File: src/sv/ndt_pkg.sv
// Shared types, constants and helpers for the name-keyed directory table.
// Depends on nothing; ndt_ctrl, the top level and the testbench import it.
package ndt_pkg;

  localparam int TABLE_ENTRIES = 16;
  localparam int NAME_CHARS    = 8;
  localparam int SECTOR_BITS   = 10;

  localparam int IDX_W = (TABLE_ENTRIES > 1) ? $clog2(TABLE_ENTRIES) : 1;
  localparam int CNT_W = $clog2(TABLE_ENTRIES + 1);
  localparam int KEY_W = 8 * NAME_CHARS;

  localparam int CMD_W       = 2;
  localparam int KEY_IN_W    = 64;
  localparam int SEC_IN_W    = 10;
  localparam int STAT_W      = 2;
  localparam int FOUND_W     = 10;
  localparam int SLOT_W      = 4;
  localparam int IN_TDATA_W  = ((KEY_IN_W + SEC_IN_W + 7) / 8) * 8;
  localparam int OUT_TDATA_W = ((STAT_W + FOUND_W + SLOT_W + 7) / 8) * 8;

  localparam logic [CMD_W-1:0] CMD_FIND   = 2'd0;
  localparam logic [CMD_W-1:0] CMD_ADD    = 2'd1;
  localparam logic [CMD_W-1:0] CMD_REMOVE = 2'd2;

  localparam logic [STAT_W-1:0] STAT_OK        = 2'd0;
  localparam logic [STAT_W-1:0] STAT_NOT_FOUND = 2'd1;
  localparam logic [STAT_W-1:0] STAT_PRESENT   = 2'd2;
  localparam logic [STAT_W-1:0] STAT_FULL      = 2'd3;

  typedef struct packed {
    logic [CMD_W-1:0]       cmd;
    logic [KEY_W-1:0]       key;
    logic [SECTOR_BITS-1:0] sector;
  } req_t;

  typedef struct packed {
    logic [STAT_W-1:0]      status;
    logic [SECTOR_BITS-1:0] sector;
    logic [IDX_W-1:0]       idx;
  } res_t;

  // Keeps the low name characters up to the first zero byte.
  function automatic logic [KEY_W-1:0] norm_key(input logic [KEY_IN_W-1:0] raw);
    logic [KEY_W-1:0] k;
    logic             run;
    k   = '0;
    run = 1'b1;
    for (int i = 0; i < NAME_CHARS; i++) begin
      if (raw[8*i +: 8] == 8'd0) run = 1'b0;
      if (run) k[8*i +: 8] = raw[8*i +: 8];
    end
    return k;
  endfunction

endpackage

File: src/sv/ndt_ram.sv
// Generic single-port-write, single-port-read synchronous RAM.
// Read data is registered. No dependencies.
module ndt_ram #(
  parameter int WIDTH = 8,
  parameter int DEPTH = 16,
  parameter int AW    = 4
) (
  input  logic             clk,
  input  logic             we,
  input  logic [AW-1:0]    waddr,
  input  logic [WIDTH-1:0] wdata,
  input  logic             re,
  input  logic [AW-1:0]    raddr,
  output logic [WIDTH-1:0] rdata
);

  logic [WIDTH-1:0] mem [DEPTH];

  always_ff @(posedge clk) begin
    if (we) mem[waddr] <= wdata;
    if (re) rdata <= mem[raddr];
  end

endmodule

File: src/sv/ndt_ctrl.sv
// Scan sequencer of the directory table: valid bits, entry memory, match logic.
// Depends on ndt_pkg and ndt_ram.
module ndt_ctrl (
  input  logic          clk,
  input  logic          rst,
  input  logic          req_valid,
  output logic          req_ready,
  input  ndt_pkg::req_t req,
  output logic          res_valid,
  input  logic          res_take,
  output ndt_pkg::res_t res
);
  import ndt_pkg::*;

  localparam logic [1:0] S_IDLE   = 2'd0;
  localparam logic [1:0] S_SCAN   = 2'd1;
  localparam logic [1:0] S_FINISH = 2'd2;
  localparam logic [1:0] S_DONE   = 2'd3;
  localparam int MEM_W = KEY_W + SECTOR_BITS;

  logic [1:0]               state;
  logic [CNT_W-1:0]         cnt;
  logic                     cmp_v;
  logic [IDX_W-1:0]         cmp_idx;
  logic [TABLE_ENTRIES-1:0] valid_bits;
  req_t                     req_q;
  logic                     hit_q;
  logic [IDX_W-1:0]         hit_idx;
  logic [SECTOR_BITS-1:0]   hit_sec;
  logic                     free_q;
  logic [IDX_W-1:0]         free_idx;
  res_t                     res_q;
  res_t                     res_next;

  logic             rd_en;
  logic [MEM_W-1:0] rd_data;
  logic             name_eq;
  logic             do_add;
  logic             do_remove;

  assign rd_en     = (state == S_SCAN) && (cnt != CNT_W'(TABLE_ENTRIES));
  assign name_eq   = (rd_data[MEM_W-1:SECTOR_BITS] == req_q.key);
  assign do_add    = (state == S_FINISH) && (req_q.cmd == CMD_ADD) && !hit_q && free_q;
  assign do_remove = (state == S_FINISH) && (req_q.cmd == CMD_REMOVE) && hit_q;

  ndt_ram #(
    .WIDTH(MEM_W),
    .DEPTH(TABLE_ENTRIES),
    .AW   (IDX_W)
  ) u_ram (
    .clk  (clk),
    .we   (do_add),
    .waddr(free_idx),
    .wdata({req_q.key, req_q.sector}),
    .re   (rd_en),
    .raddr(cnt[IDX_W-1:0]),
    .rdata(rd_data)
  );

  always_comb begin
    res_next        = '0;
    res_next.status = STAT_NOT_FOUND;
    unique case (req_q.cmd)
      CMD_FIND: begin
        if (hit_q) begin
          res_next.status = STAT_OK;
          res_next.sector = hit_sec;
          res_next.idx    = hit_idx;
        end
      end
      CMD_ADD: begin
        if (hit_q) begin
          res_next.status = STAT_PRESENT;
        end else if (free_q) begin
          res_next.status = STAT_OK;
          res_next.idx    = free_idx;
        end else begin
          res_next.status = STAT_FULL;
        end
      end
      CMD_REMOVE: begin
        if (hit_q) begin
          res_next.status = STAT_OK;
          res_next.idx    = hit_idx;
        end
      end
      default: begin
        res_next.status = STAT_NOT_FOUND;
      end
    endcase
  end

  always_ff @(posedge clk) begin
    if (rst) begin
      state      <= S_IDLE;
      cnt        <= '0;
      cmp_v      <= 1'b0;
      hit_q      <= 1'b0;
      free_q     <= 1'b0;
      valid_bits <= '0;
    end else begin
      unique case (state)
        S_IDLE: begin
          if (req_valid) begin
            req_q  <= req;
            cnt    <= '0;
            cmp_v  <= 1'b0;
            hit_q  <= 1'b0;
            free_q <= 1'b0;
            state  <= S_SCAN;
          end
        end
        S_SCAN: begin
          if (rd_en) begin
            cnt <= cnt + CNT_W'(1);
          end else begin
            state <= S_FINISH;
          end
          cmp_v   <= rd_en;
          cmp_idx <= cnt[IDX_W-1:0];
          if (cmp_v && valid_bits[cmp_idx] && name_eq && !hit_q) begin
            hit_q   <= 1'b1;
            hit_idx <= cmp_idx;
            hit_sec <= rd_data[SECTOR_BITS-1:0];
          end
          if (cmp_v && !valid_bits[cmp_idx] && !free_q) begin
            free_q   <= 1'b1;
            free_idx <= cmp_idx;
          end
        end
        S_FINISH: begin
          res_q <= res_next;
          if (do_add) valid_bits[free_idx] <= 1'b1;
          if (do_remove) valid_bits[hit_idx] <= 1'b0;
          state <= S_DONE;
        end
        S_DONE: begin
          if (res_take) state <= S_IDLE;
        end
        default: begin
          state <= S_IDLE;
        end
      endcase
    end
  end

  assign req_ready = (state == S_IDLE);
  assign res_valid = (state == S_DONE);
  assign res       = res_q;

  a_add_sets_valid: assert property (@(posedge clk) disable iff (rst)
    do_add |=> valid_bits[free_idx])
    else $error("add did not mark its slot valid");

  a_remove_clears_valid: assert property (@(posedge clk) disable iff (rst)
    do_remove |=> !valid_bits[hit_idx])
    else $error("remove did not clear the matched slot");

  a_hit_on_valid: assert property (@(posedge clk) disable iff (rst)
    (state == S_FINISH && hit_q) |-> valid_bits[hit_idx])
    else $error("match recorded on an entry that is not valid");

  a_cnt_bound: assert property (@(posedge clk) disable iff (rst)
    (state == S_SCAN && !rd_en) |-> (cnt == CNT_W'(TABLE_ENTRIES)))
    else $error("scan ended before every entry was read");

endmodule

File: src/sv/name_keyed_directory_table.sv
// Top level of the name-keyed directory table: stream ports, key cleanup, output register.
// Depends on ndt_pkg and ndt_ctrl.
//
// Each request is a find, an add or a remove against a table of TABLE_ENTRIES entries; any
// other command returns not found. A request reads every entry of the table memory once,
// one per cycle, then writes back, and a new request can be accepted only once the previous
// result has moved into the output register. Name keys are compared up to the first zero
// byte. The table is empty after reset and needs no clearing pass.
module name_keyed_directory_table (
  input  logic                            clk,
  input  logic                            rst,
  input  logic                            s_axis_tvalid,
  output logic                            s_axis_tready,
  // tdata: name_key [63:0], new_sector [73:64], zero [79:74]
  input  logic [ndt_pkg::IN_TDATA_W-1:0]  s_axis_tdata,
  // tuser: cmd [1:0]
  input  logic [ndt_pkg::CMD_W-1:0]       s_axis_tuser,
  output logic                            m_axis_tvalid,
  input  logic                            m_axis_tready,
  // tdata: status [1:0], found_sector [11:2], slot [15:12]
  output logic [ndt_pkg::OUT_TDATA_W-1:0] m_axis_tdata
);
  import ndt_pkg::*;

  req_t                   req;
  res_t                   res;
  logic                   res_valid;
  logic                   res_take;
  logic                   out_valid;
  logic [OUT_TDATA_W-1:0] out_data;

  assign req.cmd    = s_axis_tuser;
  assign req.key    = norm_key(s_axis_tdata[KEY_IN_W-1:0]);
  assign req.sector = SECTOR_BITS'(s_axis_tdata[KEY_IN_W +: SEC_IN_W]);

  ndt_ctrl u_ctrl (
    .clk      (clk),
    .rst      (rst),
    .req_valid(s_axis_tvalid),
    .req_ready(s_axis_tready),
    .req      (req),
    .res_valid(res_valid),
    .res_take (res_take),
    .res      (res)
  );

  assign res_take = res_valid && (!out_valid || m_axis_tready);

  always_ff @(posedge clk) begin
    if (rst) begin
      out_valid <= 1'b0;
    end else if (res_take) begin
      out_valid <= 1'b1;
    end else if (m_axis_tready) begin
      out_valid <= 1'b0;
    end
  end

  always_ff @(posedge clk) begin
    if (res_take) begin
      out_data <= OUT_TDATA_W'({SLOT_W'(res.idx), FOUND_W'(res.sector), res.status});
    end
  end

  assign m_axis_tvalid = out_valid;
  assign m_axis_tdata  = out_data;

endmodule

File: config.mk
export PLATFORM = sky130hd
export DESIGN_NAME = name_keyed_directory_table
export DESIGN_NICKNAME = d
export VERILOG_FILES = /design/src/sv/ndt_pkg.sv /design/src/sv/ndt_ram.sv /design/src/sv/ndt_ctrl.sv /design/src/sv/name_keyed_directory_table.sv
export SDC_FILE = /design/constraint.sdc
export NUM_CORES = 1
export LEC_CHECK = 0
export ABC_CLOCK_PERIOD_IN_PS = 6900
export BUFFER_PORTS_ARGS = -buffer_cell sky130_fd_sc_hd__buf_4
export CORE_ASPECT_RATIO = 1.5
export CORE_MARGIN = 4
export CORE_UTILIZATION = 49
export CTS_BUF_LIST = sky130_fd_sc_hd__clkbuf_4 sky130_fd_sc_hd__clkbuf_8
export DETAILED_ROUTE_END_ITERATION = 8
export MAX_ROUTING_LAYER = met4
export PLACE_DENSITY = 0.67
export SETUP_SLACK_MARGIN = 0.3
export SYNTH_ARGS = -nofsm -noshare
export SYNTH_HDL_FRONTEND = slang
export SYNTH_SLANG_ARGS = --single-unit
File: constraint.sdc
create_clock -name clk -period 6.9 [get_ports clk]
set_input_delay 0.345 -clock clk [delete_from_list [all_inputs] [get_ports clk]]
set_output_delay 0.345 -clock clk [all_outputs]
set_load 0.01 [all_outputs]
==> flow_metrics.env, run 1 <==
export IMPL_status="finished, final reports clean"
export IMPL_rows=148
export IMPL_die_x_um=278
export IMPL_post_cts_buffers=0
export IMPL_place_hpwl_mm=59.3
export IMPL_p_sw_share_pct=23.6
export IMPL_vias=24400
export IMPL_grt_first_pass_wirelength_mm=175
export IMPL_cts_tree="built"
export IMPL_worstPathRequired_ns=7.39
export IMPL_rr_worst_depth=6
export IMPL_synth_seq_cells=1415
export IMPL_p_per_area_nw_per_um2=307
export IMPL_start_kind="flop"
export IMPL_grt_start_max_net_pins=152
export IMPL_synthTopCellsByArea="edfxtp_1 (78%), mux4_2 (16%), dfxtp_1 (1.0%)"
export IMPL_cp_max_fo=17
export IMPL_synthDominantCellAreaShare_pct=77.9
export IMPL_routed_wl_mm=119
export IMPL_grt_overflow_total=0
export IMPL_rsz0062_at_grt="no"
export IMPL_post_cts_resized=0
export IMPL_drc=0
export IMPL_vias_per_cell=5.91
export IMPL_setup_tns_ns=0
export IMPL_crit_type="flop to flop"
export IMPL_synth_edf_count=1388
export IMPL_cts_hold_buffers=85
export IMPL_avgSynthCellArea_um2=23.8
export IMPL_fin_crit_sh_pct=60.8
export IMPL_worstSetupStartpoint="u_ctrl.req_q[23]$_SDFFCE_PN0P_"
export IMPL_dr_first_iter_drc_count=2525
export IMPL_setup_viol=0
export IMPL_root_buffer="clkbuf_8"
export IMPL_port_buffers=97
export IMPL_reg2reg_slack_ns=2.70
export IMPL_synthCells=2244
export IMPL_hp_class="input pin to flop"
export IMPL_power_frac_seq_pct=55.9
export IMPL_reg2reg_to="u_ctrl.hit_sec[4]$_DFFE_PP_"
export IMPL_worstHoldStart="s_axis_tdata[71]"
export IMPL_synthArstFlopShare_pct=0
export IMPL_core_um2=109000
export IMPL_track_usage_pct=21.6
export IMPL_ys_seq_area_share_pct=79.0
export IMPL_dieArea_um2=115000
export IMPL_pwr_share_clk_pct=32.8
export IMPL_slew_headroom_pct=22.4
export IMPL_area_growth_pct=13.4
export IMPL_avgRoutedWirePerCell_um=28.8
export IMPL_critical_path_arrival_ns=4.68
export IMPL_antenna_found_initial=2
export IMPL_power_leakage_nw=18.5
export IMPL_yosys_cell_count_top_type="edfxtp_1"
export IMPL_combPwrFrac_pct=11.3
export IMPL_maxCapViolCount=0
export IMPL_crit_path_end_kind="flop"
export IMPL_p_switching_w=0.00439
export IMPL_tightest_slew_ns=1.16
export IMPL_max_vdd_ir_drop_v=0.000189
export IMPL_clk_latency_ns=0.87
export IMPL_die_h_um=413
export IMPL_dr_pass1_iters=7
export IMPL_r2r_start="u_ctrl.req_q[23]$_SDFFCE_PN0P_"
export IMPL_syn_num_nets=2337
export IMPL_clock_path_buffers=3
export IMPL_drive_gt1_share_pct=31.1
export IMPL_synthDistinctLibCells=46
export IMPL_clock_sinks=1415
export IMPL_clock_fmax_mhz=238
export IMPL_syn_area_um2=53500
export IMPL_initial_core_util_pct=49.3
export IMPL_period_minus_slack_ns=4.20
export IMPL_yosysWarnings=0
export IMPL_ant_nets=0
export IMPL_finalHoldViolCount=0
export IMPL_synth_common_cells="edfxtp_1 (1388), mux4_2 (374), clkbuf_1 (61)"
export IMPL_nets=2650
export IMPL_gp_congestion=0.764
export IMPL_htree_levels=4
export IMPL_endpoint="u_ctrl.hit_sec[4]$_DFFE_PP_"
export IMPL_drv_slew=0
export IMPL_fin_worst_skew_ns=0.0272
export IMPL_grt_pass1_vias=25900
export IMPL_p_int_w=0.0142
export IMPL_num_io_pins=104
export IMPL_clk_pin_slew_ns=0.06
export IMPL_yosys_area_top_type="edfxtp_1"
export IMPL_whs_ns=0.201
export IMPL_cts_buffers=190
export IMPL_ys_flop_type="edfxtp_1"
-- routing by layer --
| layer | vias to the layer above | global-route usage [%] | part of all wire (%) |
|---|---|---|---|
| met5 | - | - | 0 |
| met4 | 0 | 6.37 | 2.5 |
| met3 | 187 | 3.43 | 6.4 |
| met2 | 1008 | 36.7 | 53 |
| met1 | 13100 | 27.4 | 38 |
| li1 | 10100 | - | - |
-- registers in the layout, summed over array words and instances (netlist names) --
| name | cells |
|---|---|
| u_ctrl.u_ram.mem | 1184 |
| u_ctrl.req_q | 76 |
| u_ctrl.u_ram.rdata | 74 |
| m_axis_tdata | 16 |
| u_ctrl.res | 16 |
| u_ctrl.valid_bits | 16 |
| u_ctrl.hit_sec | 10 |
| u_ctrl.cnt | 5 |
| u_ctrl.cmp_idx | 4 |
| u_ctrl.free_idx | 4 |
| u_ctrl.hit_idx | 4 |
| u_ctrl.state | 2 |
| m_axis_tvalid | 1 |
| u_ctrl.cmp_v | 1 |
| u_ctrl.free_q | 1 |
| u_ctrl.hit_q | 1 |
-- per-stage QoR --
step | util, % | total power (W) | std cells | cell area (um^2) | worst slack (ns)
after global placement | 51.7 | 0.0126 | 3705 | 56100 | 2.59
after CTS | 55.9 | 0.0188 | 4127 | 60600 | 2.45
final | 55.9 | 0.0186 | 4128 | 60600 | 2.70
after global routing | 55.9 | 0.0194 | 4128 | 60600 | 2.46
after floorplan | - | 0.0120 | 2244 | 53500 | 1.35
after detailed placement | 51.7 | 0.0127 | 3705 | 56100 | 2.44
-- how the worst min path moves through the flow --
stage | slack [ns] | end | depth (start not counted)
final | 0.20 | u_ctrl.req_q[7]$_DFFE_PP_ | 2
after global routing | 0.14 | u_ctrl.req_q[7]$_DFFE_PP_ | 2
after CTS | 0.12 | u_ctrl.req_q[7]$_DFFE_PP_ | 2
after detailed placement | 0.40 | m_axis_tdata[13]$_DFFE_PP_ | 0
after global placement | 0.40 | u_ctrl.hit_sec[4]$_DFFE_PP_ | 0
after floorplan | 0.40 | m_axis_tdata[0]$_DFFE_PP_ | 0
-- layout make-up --
cell class	count	area [um^2]
Fill cell	8012	47900
Sequential cell	1415	42200
Multi-Input combinational cell	707	10800
Clock inverter	96	621
Timing Repair Buffer	224	2070
Clock buffer	241	3040
Antenna cell	1	2.50
Inverter	19	71.3
Tap cell	1425	1780
-- kinds of logic after synthesis --
group	synth area share, %
mux	15.8
fa+ha+maj	0.164
simple gates	2.47
flops	79.0
xor+xnor	0.704
buf+inv	1.13
compound gates	0.725
-- placed cells by master (no fill, tap or decap), types with 6 or more instances in the layout --
master	instances
ha_1	7
clkinvlp_4	8
nor2_1	30
and2_1	48
mux4_2	374
o21a_1	8
inv_1	19
clkinv_2	29
nor4_1	22
dfxtp_1	23
buf_4	125
nor3b_1	6
nand2_1	14
clkinv_1	50
a2111oi_0	9
bufinv_16	7
a21oi_1	12
edfxtp_1	1388
xor2_1	42
nor2_4	13
nand2b_1	6
a211oi_1	7
and3_1	11
buf_12	14
clkbuf_4	45
nor3_1	7
and2_4	10
dlygate4sd3_1	85
nor2b_1	32
nand4_1	8
clkbuf_8	196
-- power groups by stage --
stage | logic [W] | clock network (W) | registers [W]
2_1_floorplan | 0.00164 | 0 | 0.0104
3_3_place_gp | 0.00209 | 0 | 0.0105
3_5_place_dp | 0.00211 | 0 | 0.0106
4_1_cts | 0.00215 | 0.00625 | 0.0104
5_1_grt | 0.00226 | 0.00666 | 0.0104
6_report | 0.00210 | 0.00611 | 0.0104
-- worst max-delay path: stages, from the launching register on --
cell	delay [ns]
edfxtp_1	0.75
xor2_1	0.27
nor4_1	0.88
nand4_1	0.18
a2111oi_1	0.81
buf_4	0.27
and4_1	0.64
No activity file was read; power rests on OpenSTA's default activity.
==> run 2, diff against run 1 <==
ABC_CLOCK_PERIOD_IN_PS = 3600   (was 6900)
clock period = 3.6 ns   (was 6.9 ns; I/O delays follow)
==> flow_metrics.env, run 2 (same netlist as run 1, synthesis figures left out) <==
export IMPL_crit_path_end_kind="flop"
export IMPL_combPwrFrac_pct=12.1
export IMPL_setup_viol=0
export IMPL_initial_core_util_pct=49.3
export IMPL_drive_gt1_share_pct=32.3
export IMPL_power_frac_seq_pct=54.4
export IMPL_clock_path_buffers=3
export IMPL_cp_max_fo=18
export IMPL_vias_per_cell=5.91
export IMPL_rows=148
export IMPL_worstSetupStartpoint="u_ctrl.req_q[67]$_SDFFCE_PN0P_"
export IMPL_clk_pin_slew_ns=0.06
export IMPL_dieArea_um2=115000
export IMPL_status="finished, final reports clean"
export IMPL_place_hpwl_mm=63.4
export IMPL_pre_cts_ws_ns=-0.147
export IMPL_die_h_um=413
export IMPL_critical_path_arrival_ns=3.70
export IMPL_slew_headroom_pct=43.1
export IMPL_largest_reg_flops=1184
export IMPL_r2r_start="u_ctrl.req_q[67]$_SDFFCE_PN0P_"
export IMPL_track_usage_pct=21.9
export IMPL_grt_first_pass_wirelength_mm=177
export IMPL_avgRoutedWirePerCell_um=28.6
export IMPL_dr_first_iter_drc_count=3015
export IMPL_fin_crit_sh_pct=87.0
export IMPL_p_int_w=0.0278
export IMPL_cts_buffers=194
export IMPL_area_growth_pct=16.0
export IMPL_nets=2739
export IMPL_tightest_slew_ns=0.851
export IMPL_htree_levels=4
export IMPL_grt_start_max_net_pins=78
export IMPL_cts_tree="built"
export IMPL_port_buffers=97
export IMPL_routed_wl_mm=121
export IMPL_root_buffer="clkbuf_8"
export IMPL_dr_pass1_iters=6
export IMPL_p_per_area_nw_per_um2=587
export IMPL_drv_slew=0
export IMPL_final_cell_mix="edfxtp_1 (1388), mux4_2 (374), clkbuf_8 (196)"
export IMPL_maxCapViolCount=0
export IMPL_power_leakage_nw=19.2
export IMPL_clock_sinks=1415
export IMPL_die_x_um=278
export IMPL_top_regs="u_ctrl.u_ram.mem (1184), u_ctrl.req_q (76), u_ctrl.u_ram.rdata (74)"
export IMPL_start_kind="flop"
export IMPL_period_minus_slack_ns=3.13
export IMPL_drc=0
export IMPL_design_power_total_w=0.0365
export IMPL_layout_setup_ws_ns=0.467
export IMPL_p_sw_share_pct=23.9
export IMPL_ant_nets=0
export IMPL_worstHoldStart="s_axis_tdata[24]"
export IMPL_post_cts_buffers=0
export IMPL_finalHoldViolCount=0
export IMPL_grt_overflow_total=0
export IMPL_fin_worst_skew_ns=0.0292
export IMPL_mostFrequentLayoutCell="edfxtp_1"
export IMPL_whs_ns=0.140
export IMPL_pwr_share_clk_pct=33.5
export IMPL_grt_pass1_vias=26300
export IMPL_vias=25000
export IMPL_max_vdd_ir_drop_v=0.000288
export IMPL_hp_class="input pin to flop"
export IMPL_gp_congestion=0.791
export IMPL_worstPathRequired_ns=4.17
export IMPL_crit_type="flop to flop"
export IMPL_antenna_found_initial=2
export IMPL_rsz0062_at_grt="no"
export IMPL_clk_latency_ns=0.88
export IMPL_placedCellCount=3758
export IMPL_core_um2=109000
export IMPL_num_io_pins=104
export IMPL_clock_fmax_mhz=319
export IMPL_largest_register="u_ctrl.u_ram.mem"
export IMPL_setup_tns_ns=0
export IMPL_p_switching_w=0.00870
export IMPL_fin_cells=4225
-- run 2: changes by cell type in the layout (fill, tap and decap cells not counted), moves of 4 or more --
cell / before / now
clkinv_1: 50 / 55
buf_4: 125 / 138
clkbuf_4: 45 / 54
clkinvlp_4: 8 / 3
inv_6: 1 / 7
inv_8: 0 / 4
buf_12: 14 / 54
clkinv_2: 29 / 19
dlygate4sd3_1: 85 / 117
-- run 2: worst paths after layout --
kind	depth (start not counted)	slack, ns	end
hold reg to reg	0	0.41	u_ctrl.hit_sec[0]$_DFFE_PP_
setup / recovery	7	0.47	u_ctrl.hit_sec[9]$_DFFE_PP_
setup reg to reg	7	0.47	u_ctrl.hit_sec[9]$_DFFE_PP_
hold / removal	3	0.14	u_ctrl.req_q[34]$_SDFFCE_PN0P_
-- run 2: critical path, cell delays in order (launching register included) --
cell and delay [ns]:
edfxtp_1 0.65, nor2b_1 0.24, a2111oi_1 0.63, nand4_1 0.20, nor4_2 0.49, buf_4 0.20, and4_1 0.24, buf_12 0.16
-- run 2: final cells by class --
type,count,area (um^2)
Inverter,19,71.3
Clock inverter,99,733
Clock buffer,250,3100
Sequential cell,1415,42200
Timing Repair Buffer,309,3290
Antenna cell,1,2.50
Multi-Input combinational cell,707,10800
Fill cell,7844,46500
Tap cell,1425,1780
-- run 2: metal layers --
metal / global-route usage [%] / up-vias / share of wire [%]
met5: - / - / 0
met1: 28.3 / 13400 / 39
met3: 3.49 / 199 / 6.1
met2: 36.6 / 1004 / 53
li1: - / 10300 / -
met4: 6.08 / 0 / 2.3
-- run 2: stage by stage --
step                util, %  area [um^2]
global route           57.2        62000
CTS                    57.2        62000
finish                 57.2        62000
global placement       52.5        57000
detailed placement     52.5        57000
floorplan                 -        53600
-- run 2: what timing repair did --
action | 4_1_cts | 5_1_grt
setup endpoints to repair | 15 | 14
hold buffers | 117 | 0
hold endpoints to repair | 166 | 0
gates resized for setup | 3 | 2
cloned | 0 | 0
-- run 2: power by group through the flow --
stage / sequential (W) / clock, W / combinational [W]
3_5_place_dp: 0.0202 / 0 / 0.00439
2_1_floorplan: 0.0199 / 0 / 0.00315
4_1_cts: 0.0198 / 0.0125 / 0.00451
6_report: 0.0198 / 0.0122 / 0.00440
3_3_place_gp: 0.0201 / 0 / 0.00434
5_1_grt: 0.0199 / 0.0132 / 0.00472
